==> config.mk <==
export PLATFORM = sky130hd
export DESIGN_NAME = velocity_command_safety_gate_top
export DESIGN_NICKNAME = d
export VERILOG_FILES = /design/src/hw/rtl/vcsg_pkg.sv /design/src/hw/rtl/velocity_command_safety_gate_top.sv
export SDC_FILE = /design/constraint.sdc
export NUM_CORES = 2
export LEC_CHECK = 0
export ABC_AREA = 0
export ABC_CLOCK_PERIOD_IN_PS = 19300
export BUFFER_PORTS_ARGS = -buffer_cell sky130_fd_sc_hd__buf_4
export CORE_MARGIN = 3
export CORE_UTILIZATION = 55
export CTS_CLUSTER_SIZE = 16
export DETAILED_ROUTE_END_ITERATION = 8
export PLACE_DENSITY = 0.72
export SLEW_MARGIN = 20
export SYNTH_ARGS = -nofsm -noshare
export SYNTH_HDL_FRONTEND = slang
export SYNTH_SLANG_ARGS = --single-unit
==> constraint.sdc <==
create_clock -name clk -period 19.3 [get_ports clk]
set_input_delay 5.79 -clock clk [delete_from_list [all_inputs] [get_ports clk]]
set_output_delay 5.79 -clock clk [all_outputs]
set_load 0.1 [all_outputs]
==> src/hw/rtl/vcsg_pkg.sv <==
// package for the velocity command safety gate
// command codes, configuration register indexes and fixed limits
// no dependencies
package vcsg_pkg;

  // item kinds carried on in_tuser
  localparam logic [1:0] CMD_VELOCITY = 2'd0;
  localparam logic [1:0] CMD_STOP     = 2'd1;
  localparam logic [1:0] CMD_SCALE    = 2'd2;
  localparam logic [1:0] CMD_TICK     = 2'd3;

  // configuration register indexes
  localparam int unsigned CFG_IDX_W  = 3;
  localparam int unsigned CFG_DATA_W = 16;
  localparam logic [CFG_IDX_W-1:0] REG_FAIL_SAFE_ENABLE = 3'd0;
  localparam logic [CFG_IDX_W-1:0] REG_STALE_TIMEOUT    = 3'd1;
  localparam logic [CFG_IDX_W-1:0] REG_SLOWDOWN_ENABLE  = 3'd2;
  localparam logic [CFG_IDX_W-1:0] REG_MIN_SCALE        = 3'd3;
  localparam logic [CFG_IDX_W-1:0] REG_MAX_SCALE        = 3'd4;
  localparam logic [CFG_IDX_W-1:0] REG_REPUBLISH_PERIOD = 3'd5;

  // field widths
  localparam int unsigned VEL_WIDTH_DEF = 16;
  localparam int unsigned AGE_W         = 13;
  localparam int unsigned SCALE_W       = 16;
  localparam int unsigned SCALE_IN_W    = 17;
  localparam int unsigned PERIOD_W      = 10;

  // limits
  localparam logic [SCALE_W-1:0]  ONE_Q15     = 16'h8000;
  localparam logic [AGE_W-1:0]    AGE_MAX     = 13'd8191;
  localparam logic [AGE_W-1:0]    TIMEOUT_MIN = 13'd50;
  localparam logic [AGE_W-1:0]    TIMEOUT_MAX = 13'd5000;
  localparam logic [AGE_W-1:0]    TIMEOUT_RST = 13'd500;
  localparam logic [PERIOD_W-1:0] PERIOD_MIN  = 10'd5;
  localparam logic [PERIOD_W-1:0] PERIOD_MAX  = 10'd1000;

endpackage

==> src/hw/rtl/velocity_command_safety_gate_top.sv <==
// velocity command safety gate, top level
// single registered pass from an input stage to an output stage
// depends on vcsg_pkg
//
// usage
//   in_*  : one transaction per item; in_tuser is the item kind (velocity,
//           stop, slowdown factor, 1 ms tick), in_tdata carries the payload
//   out_* : gated three-axis velocity for the motor driver
//   cfg_* : register writes, taken on any edge with cfg_wr_en high
// an accepted item sits in the input register; its state update and result
//   are registered together when it leaves that register, and the result then
//   shows on out_*
// throughput: one item per cycle when not stalled; the multiply, clamps and
//   compares sit in one combinational pass between the two registers
// reset (rst_n low, synchronous): registers go to their documented defaults,
//   no command held, stop never seen (stale), scale 1.0, both stages empty
// stall: while out_tready is low and a result waits, a held input item stays
//   and in_tready is low; items that make no result also wait, order is kept
module velocity_command_safety_gate_top
  import vcsg_pkg::*;
#(
  parameter int unsigned VEL_WIDTH = VEL_WIDTH_DEF,
  localparam int unsigned IN_RAW_W  = 3 * VEL_WIDTH + 1 + SCALE_IN_W,
  localparam int unsigned IN_DATA_W = ((IN_RAW_W + 7) / 8) * 8,
  localparam int unsigned OUT_RAW_W = 3 * VEL_WIDTH,
  localparam int unsigned OUT_DATA_W = ((OUT_RAW_W + 7) / 8) * 8
) (
  input  logic                  clk,
  input  logic                  rst_n,
  // input channel
  input  logic                  in_tvalid,
  output logic                  in_tready,
  // lin_x, lin_y, ang_z, stop_request, scale_in, zero fill
  input  logic [IN_DATA_W-1:0]  in_tdata,
  // command
  input  logic [1:0]            in_tuser,
  // result channel
  output logic                  out_tvalid,
  input  logic                  out_tready,
  // out_lin_x, out_lin_y, out_ang_z, zero fill
  output logic [OUT_DATA_W-1:0] out_tdata,
  // configuration
  input  logic                  cfg_wr_en,
  input  logic [CFG_IDX_W-1:0]  cfg_addr,
  input  logic [CFG_DATA_W-1:0] cfg_wdata
);

  localparam int unsigned PROD_W = VEL_WIDTH + SCALE_IN_W;

  // configuration registers
  logic                  fail_safe_r;
  logic [AGE_W-1:0]      timeout_r;
  logic                  slowdown_r;
  logic [SCALE_W-1:0]    min_scale_r;
  logic [SCALE_W-1:0]    max_scale_r;
  logic [PERIOD_W-1:0]   period_r;

  // input stage
  logic                  in_valid_r;
  logic [1:0]            in_cmd_r;
  logic [VEL_WIDTH-1:0]  in_lin_x_r;
  logic [VEL_WIDTH-1:0]  in_lin_y_r;
  logic [VEL_WIDTH-1:0]  in_ang_z_r;
  logic                  in_stop_r;
  logic [SCALE_IN_W-1:0] in_scale_r;

  // block state
  logic [VEL_WIDTH-1:0]  held_x_r, held_x_nxt;
  logic [VEL_WIDTH-1:0]  held_y_r, held_y_nxt;
  logic [VEL_WIDTH-1:0]  held_z_r, held_z_nxt;
  logic                  have_cmd_r, have_cmd_nxt;
  logic                  stop_active_r, stop_active_nxt;
  logic                  stop_seen_r, stop_seen_nxt;
  logic [AGE_W-1:0]      stop_age_r, stop_age_nxt;
  logic [SCALE_W-1:0]    cur_scale_r, cur_scale_nxt;
  logic [PERIOD_W-1:0]   rep_cnt_r, rep_cnt_nxt;

  // output stage
  logic                  out_valid_r;
  logic [OUT_RAW_W-1:0]  out_data_r;

  // combinational pass
  logic                  advance;
  logic                  emit;
  logic [AGE_W-1:0]      eff_timeout;
  logic [PERIOD_W-1:0]   eff_period;
  logic [SCALE_W-1:0]    bound_a, bound_b, scale_lo, scale_hi;
  logic [SCALE_W-1:0]    gate_scale;
  logic [PERIOD_W-1:0]   rep_cnt_inc;
  logic                  stale, zero_out;
  logic signed [PROD_W-1:0] prod_x, prod_y, prod_z;
  logic [OUT_RAW_W-1:0]  result;

  // input stage moves on when the output slot is free or being emptied
  assign advance   = in_valid_r && (!out_valid_r || out_tready);
  assign in_tready = !in_valid_r || advance;

  // configuration writes
  always_ff @(posedge clk) begin
    if (!rst_n) begin
      fail_safe_r <= 1'b1;
      timeout_r   <= TIMEOUT_RST;
      slowdown_r  <= 1'b1;
      min_scale_r <= '0;
      max_scale_r <= ONE_Q15;
      period_r    <= '0;
    end else if (cfg_wr_en) begin
      case (cfg_addr)
        REG_FAIL_SAFE_ENABLE: fail_safe_r <= cfg_wdata[0];
        REG_STALE_TIMEOUT:    timeout_r   <= cfg_wdata[AGE_W-1:0];
        REG_SLOWDOWN_ENABLE:  slowdown_r  <= cfg_wdata[0];
        REG_MIN_SCALE:        min_scale_r <= cfg_wdata[SCALE_W-1:0];
        REG_MAX_SCALE:        max_scale_r <= cfg_wdata[SCALE_W-1:0];
        REG_REPUBLISH_PERIOD: period_r    <= cfg_wdata[PERIOD_W-1:0];
        default: ;
      endcase
    end
  end

  // input register
  always_ff @(posedge clk) begin
    if (!rst_n) begin
      in_valid_r <= 1'b0;
    end else if (in_tready) begin
      in_valid_r <= in_tvalid;
    end
  end

  always_ff @(posedge clk) begin
    if (in_tvalid && in_tready) begin
      in_cmd_r   <= in_tuser;
      in_lin_x_r <= in_tdata[VEL_WIDTH-1:0];
      in_lin_y_r <= in_tdata[2*VEL_WIDTH-1:VEL_WIDTH];
      in_ang_z_r <= in_tdata[3*VEL_WIDTH-1:2*VEL_WIDTH];
      in_stop_r  <= in_tdata[3*VEL_WIDTH];
      in_scale_r <= in_tdata[3*VEL_WIDTH+SCALE_IN_W:3*VEL_WIDTH+1];
    end
  end

  // effective limits from the registers
  always_comb begin
    if (timeout_r < TIMEOUT_MIN) begin
      eff_timeout = TIMEOUT_MIN;
    end else if (timeout_r > TIMEOUT_MAX) begin
      eff_timeout = TIMEOUT_MAX;
    end else begin
      eff_timeout = timeout_r;
    end

    // zero keeps republish off; short and long periods are pulled into range
    if (period_r == '0) begin
      eff_period = '0;
    end else if (period_r < PERIOD_MIN) begin
      eff_period = PERIOD_MIN;
    end else if (period_r > PERIOD_MAX) begin
      eff_period = PERIOD_MAX;
    end else begin
      eff_period = period_r;
    end

    // scale bounds capped at 1.0 and put in order
    bound_a = (min_scale_r > ONE_Q15) ? ONE_Q15 : min_scale_r;
    bound_b = (max_scale_r > ONE_Q15) ? ONE_Q15 : max_scale_r;
    if (bound_a > bound_b) begin
      scale_lo = bound_b;
      scale_hi = bound_a;
    end else begin
      scale_lo = bound_a;
      scale_hi = bound_b;
    end
  end

  // next state and emit decision for the item in the input stage
  always_comb begin
    held_x_nxt      = held_x_r;
    held_y_nxt      = held_y_r;
    held_z_nxt      = held_z_r;
    have_cmd_nxt    = have_cmd_r;
    stop_active_nxt = stop_active_r;
    stop_seen_nxt   = stop_seen_r;
    stop_age_nxt    = stop_age_r;
    cur_scale_nxt   = cur_scale_r;
    rep_cnt_nxt     = rep_cnt_r;
    rep_cnt_inc     = rep_cnt_r + 1'b1;
    emit            = 1'b0;

    case (in_cmd_r)
      CMD_VELOCITY: begin
        held_x_nxt   = in_lin_x_r;
        held_y_nxt   = in_lin_y_r;
        held_z_nxt   = in_ang_z_r;
        have_cmd_nxt = 1'b1;
        emit         = (eff_period == '0);
      end
      CMD_STOP: begin
        // an asserted stop zeroes the gate below, so the result is all zero
        stop_active_nxt = in_stop_r;
        stop_seen_nxt   = 1'b1;
        stop_age_nxt    = '0;
        emit            = in_stop_r;
      end
      CMD_SCALE: begin
        // lower bound is never negative, so the clamp lands in 0..1.0
        if ($signed(in_scale_r) < $signed({1'b0, scale_lo})) begin
          cur_scale_nxt = scale_lo;
        end else if ($signed(in_scale_r) > $signed({1'b0, scale_hi})) begin
          cur_scale_nxt = scale_hi;
        end else begin
          cur_scale_nxt = in_scale_r[SCALE_W-1:0];
        end
      end
      CMD_TICK: begin
        if (stop_age_r != AGE_MAX) begin
          stop_age_nxt = stop_age_r + 1'b1;
        end
        if (eff_period != '0) begin
          if (rep_cnt_inc >= eff_period) begin
            rep_cnt_nxt = '0;
            emit        = have_cmd_r;
          end else begin
            rep_cnt_nxt = rep_cnt_inc;
          end
        end
      end
      default: ;
    endcase
  end

  // gate on the updated state
  always_comb begin
    if (cur_scale_nxt < scale_lo) begin
      gate_scale = scale_lo;
    end else if (cur_scale_nxt > scale_hi) begin
      gate_scale = scale_hi;
    end else begin
      gate_scale = cur_scale_nxt;
    end

    stale    = !stop_seen_nxt || (stop_age_nxt > eff_timeout);
    zero_out = (fail_safe_r && stale) || stop_active_nxt;

    prod_x = $signed(held_x_nxt) * $signed({1'b0, gate_scale});
    prod_y = $signed(held_y_nxt) * $signed({1'b0, gate_scale});
    prod_z = $signed(held_z_nxt) * $signed({1'b0, gate_scale});

    if (zero_out) begin
      result = '0;
    end else if (slowdown_r) begin
      // arithmetic shift right by 15, floor rounding
      result = {prod_z[VEL_WIDTH+14:15], prod_y[VEL_WIDTH+14:15],
                prod_x[VEL_WIDTH+14:15]};
    end else begin
      result = {held_z_nxt, held_y_nxt, held_x_nxt};
    end
  end

  // state registers
  always_ff @(posedge clk) begin
    if (!rst_n) begin
      held_x_r      <= '0;
      held_y_r      <= '0;
      held_z_r      <= '0;
      have_cmd_r    <= 1'b0;
      stop_active_r <= 1'b0;
      stop_seen_r   <= 1'b0;
      stop_age_r    <= '0;
      cur_scale_r   <= ONE_Q15;
      rep_cnt_r     <= '0;
    end else if (advance) begin
      held_x_r      <= held_x_nxt;
      held_y_r      <= held_y_nxt;
      held_z_r      <= held_z_nxt;
      have_cmd_r    <= have_cmd_nxt;
      stop_active_r <= stop_active_nxt;
      stop_seen_r   <= stop_seen_nxt;
      stop_age_r    <= stop_age_nxt;
      cur_scale_r   <= cur_scale_nxt;
      rep_cnt_r     <= rep_cnt_nxt;
    end
  end

  // result register
  always_ff @(posedge clk) begin
    if (!rst_n) begin
      out_valid_r <= 1'b0;
    end else if (advance && emit) begin
      out_valid_r <= 1'b1;
    end else if (out_tready) begin
      out_valid_r <= 1'b0;
    end
  end

  always_ff @(posedge clk) begin
    if (advance && emit) begin
      out_data_r <= result;
    end
  end

  assign out_tvalid = out_valid_r;
  assign out_tdata  = OUT_DATA_W'(out_data_r);

endmodule

; ---- After elaboration in Yosys (flattened, before gate mapping)
; Index checks and enable logic that the tools add are counted.
[word_totals]
output_inout_bits = 50
ff_bits = 265
[classes]
addsub = 2
eq_ne = 9
reduce_logical = 25
mux = 28
mul = 3
order_cmp = 13
[op_table]
columns = operator, count
row1 = $mux 16, 12
row2 = $mul 16x17->31, 3
row3 = $mux 48, 1
row4 = $mux 10, 4
row5 = $mux 13, 3
row6 = $gt 16x16->1, 2
row7 = $gt 16x16->1 const B, 2
row8 = $pmux 13 s2, 1
row9 = $logic_not 10->1, 2
row10 = $gt 17x17->1, 1
row11 = $lt 17x17->1, 1
row12 = $lt 16x16->1, 1
row13 = $reduce_and 2->1, 7
row14 = $add 13x1->13 const B, 1
row15 = $gt 13x13->1, 1
row16 = $gt 13x13->1 const B, 1
row17 = $lt 13x6->1 const B, 1
row18 = $ne 13x13->1 const B, 1
row19 = $add 10x1->10 const B, 1
row20 = $ge 10x10->1, 1
row21 = $gt 10x10->1 const B, 1
row22 = $lt 10x3->1 const B, 1
row23 = $reduce_bool 10->1, 1
row24 = $eq 3x2->1 const B, 2
row25 = 13 further kinds, 28

; ---- Logic depth before layout (Yosys ltp)
[logic_depth]
ltp_word = 13
mapped_depth = 65

; ---- Least setup slack after synthesis
; No wires, ideal clock.
[synth_timing]
path_kind = register to register
startpoint = register max_scale_r[3]
endpoint = register out_data_r[47] (netlist: out_tdata[47]), data pin
arrival_time_ps = 14106
stages_incl_launch_ff = 61
required_time_ps = 19153
path_buffers = 8
period_less_slack_ps = 14253
setup_slack_ps = 5047
path_cell_list = dfxtp_1 nor4_1 a41o_1 clkbuf_1 nand2_1 ha_1 a41o_1 a21oi_1 nor4_1 o31a_1 buf_2 clkbuf_1 nand2_1 o21ai_0 inv_1 ha_1 a211o_1 o211ai_1 [... 25 more ...] inv_1 fa_1 inv_1 fa_1 inv_1 ha_1 a21o_1 a21o_1 a21oi_1 nor2_1 a211oi_1 o21ai_2 a41oi_4 a211oi_2 o31ai_2 a211oi_1 or4_1 a21oi_1
[synth_between]
elab_chain_len = 13
[synth_lines]
columns = element, line_no
row1 = "start, declared", velocity_command_safety_gate_top.sv:55  ; logic [SCALE_W-1:0] max_scale_r;
row2 = "start signal, assigned", velocity_command_safety_gate_top.sv:113  ; REG_MAX_SCALE: max_scale_r <= cfg_wdata[SCALE_W-1:0];
row3 = $gt 16x16->1, velocity_command_safety_gate_top.sv:163  ; bound_b = (max_scale_r > ONE_Q15) ? ONE_Q15 : max_scale_r;
row4 = $mux 16 *, velocity_command_safety_gate_top.sv:163
row5 = $gt 16x16->1, velocity_command_safety_gate_top.sv:164  ; if (bound_a > bound_b) begin
row6 = $mux 16, velocity_command_safety_gate_top.sv:164
row7 = $gt 17x17->1, velocity_command_safety_gate_top.sv:206  ; end else if ($signed(in_scale_r) > $signed({1'b0, scale_hi})) begin
row8 = $mux 16, velocity_command_safety_gate_top.sv:206
row9 = $mux 16 *, velocity_command_safety_gate_top.sv:204  ; if ($signed(in_scale_r) < $signed({1'b0, scale_lo})) begin
row10 = $mux 16 *, velocity_command_safety_gate_top.sv:187  ; case (in_cmd_r)
row11 = via cur_scale_nxt[9], velocity_command_safety_gate_top.sv:75  ; logic [SCALE_W-1:0] cur_scale_r, cur_scale_nxt;
row12 = $gt 16x16->1, velocity_command_safety_gate_top.sv:233  ; end else if (cur_scale_nxt > scale_hi) begin
row13 = $mux 16, velocity_command_safety_gate_top.sv:233
row14 = $mux 16 *, velocity_command_safety_gate_top.sv:231  ; if (cur_scale_nxt < scale_lo) begin
row15 = $mul 16x17->31 *, velocity_command_safety_gate_top.sv:244  ; prod_z = $signed(held_z_nxt) * $signed({1'b0, gate_scale});
row16 = $mux 48 *, velocity_command_safety_gate_top.sv:248  ; end else if (slowdown_r) begin
row17 = "end signal, assigned", velocity_command_safety_gate_top.sv:295  ; out_data_r <= result;
row18 = "end, declared", velocity_command_safety_gate_top.sv:80  ; logic [OUT_RAW_W-1:0] out_data_r;
; The timed path passes the listed nets; every way through them passes the cells marked *.
; A chain may end at the register's enable or synchronous reset.

; ---- Worst setup path after layout
[layout_timing]
startpoint = register max_scale_r[7]
endpoint = register out_data_r[15] (netlist: out_tdata[15]), data pin
[layout_between]
elab_chain_len = 13
[layout_lines]
columns = element, line_no
row1 = $gt 16x16->1, velocity_command_safety_gate_top.sv:163
row2 = $mux 16 *, velocity_command_safety_gate_top.sv:163
row3 = $gt 16x16->1, velocity_command_safety_gate_top.sv:164
row4 = $mux 16, velocity_command_safety_gate_top.sv:164
row5 = $gt 17x17->1, velocity_command_safety_gate_top.sv:206
row6 = $mux 16, velocity_command_safety_gate_top.sv:206
row7 = $mux 16 *, velocity_command_safety_gate_top.sv:204
row8 = $mux 16 *, velocity_command_safety_gate_top.sv:187
row9 = via cur_scale_nxt[13], velocity_command_safety_gate_top.sv:75
row10 = $gt 16x16->1, velocity_command_safety_gate_top.sv:233
row11 = $mux 16, velocity_command_safety_gate_top.sv:233
row12 = $mux 16 *, velocity_command_safety_gate_top.sv:231
row13 = $mul 16x17->31 *, velocity_command_safety_gate_top.sv:242  ; prod_x = $signed(held_x_nxt) * $signed({1'b0, gate_scale});
row14 = $mux 48 *, velocity_command_safety_gate_top.sv:248
; Marked as above.

==> impl_metrics.yaml <==
clock_network:
  cts_made_buffers: 34
  htree_num_levels: 2
  cts_num_sinks: 265
  cts.repair.resized: 0
  cts_tree: "built"
  ctsRootBufferMaster: "clkbuf_16"
  clock_latency_ns: 0.58
  clock_path_buffers: 3
  post-cts-setup-buffer-count: 0
  cts-hold-fix-buffers: 0
  path_clk_slew_ns: 0.06
cells_and_area:
  largest_register_ff_count: 48
  finish.net_count: 5676
  final_instance_area_sq_um: 42400
  most-common-layout-cells: "800 x inv_1, 738 x nand2_1, 579 x fa_1"
  leading_cell_type_in_the_layout_fill_and_taps_excluded: "inv_1"
  post_route_cells_drive_above_1_share_pct: 7.88
  fillers: 6167
  fin_util_pct: 60.4
  num_antenna_cells: 0
  area_delta_synth_final_pct: 8.71
  final_cell_count_without_fillers: 5536
critical_path:
  crit_path_max_cell_delay_ns: 0.82
  critical_path_peak_fanout: 37
  setup.worst_path.start_class: "flop"
  ff2ff_setup_slack_ns: 2.79
  worst-endpoint-arrival_ns: 16.79
  critPathRequiredTime_ns: 19.58
  critical_path.n_buffers_inverters: 7
  worst_setup_path_end_kind: "flop"
  worst_setup_path_type: "reg2reg"
  timing.critical_path.from: "max_scale_r[7]$_SDFFE_PN0P_"
  worst_reg2reg_path_startpoint: "max_scale_r[7]$_SDFFE_PN0P_"
  category_of_cells_accounting_for_the_largest_share_of_critical_path_delay: "compound AO/OA/AOI/OAI gates"
  timing.critical_path.slowest_stage_cell: "o31ai_4"
  crit_top_cell: "fa_1"
timing:
  fmaxAchievable_ghz: 0.0606
  report.final.slew_viol_count: 0
  report.final.setup_viol: 0
  final_min_period_over_clock_period_pct: 85.5
  max-slew-margin-rel_pct: 20.5
  worst_pin_slew_ns: 1.19
  grt_setup_unrepaired: "false"
  layout_min_cycle_time_ns: 16.51
  timing.setup.tns_ns: 0
  finalHoldViolCount: 0
  timing.final.ws_setup_ns: 2.79
  clock-skew-final_ns: 0.0503
hold_path:
  holdCritPathClass: "reg2reg"
  min_from: "held_z_r[0]$_SDFFE_PN0P_"
route:
  wire_per_inst_um: 20.0
  dr_pass1_iterations: 5
  first_iter_violations: 2199
  vias_per_cell: 5.65
  ant_nets: 0
  detailed_route_drc_error_count: 0
  routed_via_count: 31300
  drt-total-wl_mm: 111
logic_synthesis:
  post_synth_instance_area_sq_um: 39000
  area_fraction_in_compound_gates_after_synthesis_pct: 9.85
  synth-seq-cells: 265
  synth_xor_area_share_pct: 1.53
  synthMuxAreaShare_pct: 2.77
  post_synth_and_or_nand_nor_area_fraction_pct: 16.2
  async_reset_ff_share_pct: 0
  post_synth_fa_ha_maj_area_fraction_pct: 43.4
  post_synth_num_cell_types: 83
  yosysWarnings: 0
  seq_area_frac_synth_pct: 16.6
  number_of_synthesized_flops_with_an_enable_pin: 116
  dominantRegCellSynth: "dfxtp_1"
  synth_top_family_by_area: "adder cells"
  synth_largest_type_area_fraction_pct: 29.7
  synth.area.top_cells: "fa_1 30%, ha_1 14%, edfxtp_1 8.9%"
  synth_cells: 4522
  syn-mean-instance-area_sq_um: 8.63
  syn_nets: 5626
  netlist.top_cell.by_area: "fa_1"
die:
  die_x_um: 272
  die_height_um: 272
  floorplan.die_area_sq_um: 74200
  std_cell_rows: 97
  io_pins: 148
  core_region_sq_um: 70100
  starting_utilization_of_the_core_area_pct: 55.6
global_routing:
  globalRoute.totalOverflow: 0
  via_count_of_the_first_global_routing_pass: 32100
  initial_antenna_violation_count: 0
  grt_pass1_wl_mm: 175
  globalRouteTotalUtil_pct: 30.3
  grt_start_max_net_pins: 81
placed_design:
  place.port_buffers: 141
  dp.final_hpwl_mm: 81.9
  place_congestion: 0.940
  dpl_cell_area_sq_um: 41200
  place_worst_setup_slack_ns: 2.75
  place_inst: 5476
status:
  run_status: "finished clean"
pwr:
  max-vdd-ir-drop_uv: 75.6
  static-leakage-power_nw: 20.5
  areal_power_density_over_the_cells_nw_per_um2: 96.5
flow_run:
  cap_viol_max_count: 0
[synth_stat cells, drive strengths merged (41+ instances only)]
cell / instances
edfxtp: 116
fa: 579
a21oi: 116
o21ai: 119
clkbuf: 193
nor2: 490
nand2: 739
ha: 427
dfxtp: 149
inv: 801
mux2i: 62
nand2b: 49
a21o: 57
mux2: 41
a21boi: 112
[final timing paths]
path | endpoint | cells after the start
hold / removal | held_z_r[0]$_SDFFE_PN0P_ | 2
setup reg to reg | out_tdata[15]$_SDFFCE_PP0P_ | 51
setup / recovery | out_tdata[15]$_SDFFCE_PP0P_ | 51
hold reg to reg | held_z_r[0]$_SDFFE_PN0P_ | 2
[final cells by class]
type                       instances  area (sq um)  share of cell area, %
multi-input combinational       3249         28900                   68.1
sequential                       265          6470                   15.3
inverter                         804          3020                   7.12
timing repair buffer             218          1640                   3.86
tap                              940          1180                   2.77
clock buffer                      43           946                   2.23
clock inverter                    17           275                  0.649
[per-stage QoR]
| step | hold WS [ns] | power [mW] |
|---|---|---|
| after floorplan | 0.440 | 2.55 |
| after CTS | 0.466 | 4.09 |
| after global placement | 0.449 | 3.30 |
| final | 0.463 | 4.09 |
| after detailed placement | 0.457 | 3.35 |
| after global routing | 0.482 | 4.46 |
[cells by family after synthesis]
family                     Yosys count
xor gates and xnor gates            68
muxes                              103
adders and majority gates         1006
AOI/OAI and AO/OA                  570
DFF                                265
buffers and inverters             1008
and+or+nand+nor                   1502
[worst reg2reg max path, delay by kind of cell (launching register included)]
kind / cells / cell delay [ns]
compound gates: 21 / 7.09
fa+ha+maj: 10 / 4.44
buf+inv: 7 / 1.54
flops: 1 / 0.33
mux: 1 / 0.20
simple gates: 12 / 2.60
[per-layer routing]
metal  GRT usage, %  up-vias  wire length [um]
met5              0        -                 0
met4           12.5        0              5490
met3           5.82      294             10200
met2           49.8     1310             51100
met1           39.5    15300             43700
li1               -    14400                 -
[power by group]
group	leakage (nW)	internal, mW	switching [mW]
clock network	0.586	0.421	0.280
registers	2.31	0.624	0.0146
logic	17.6	1.01	1.75
total	20.5	2.05	2.04
No activity file was read; power rests on OpenSTA's default activity.
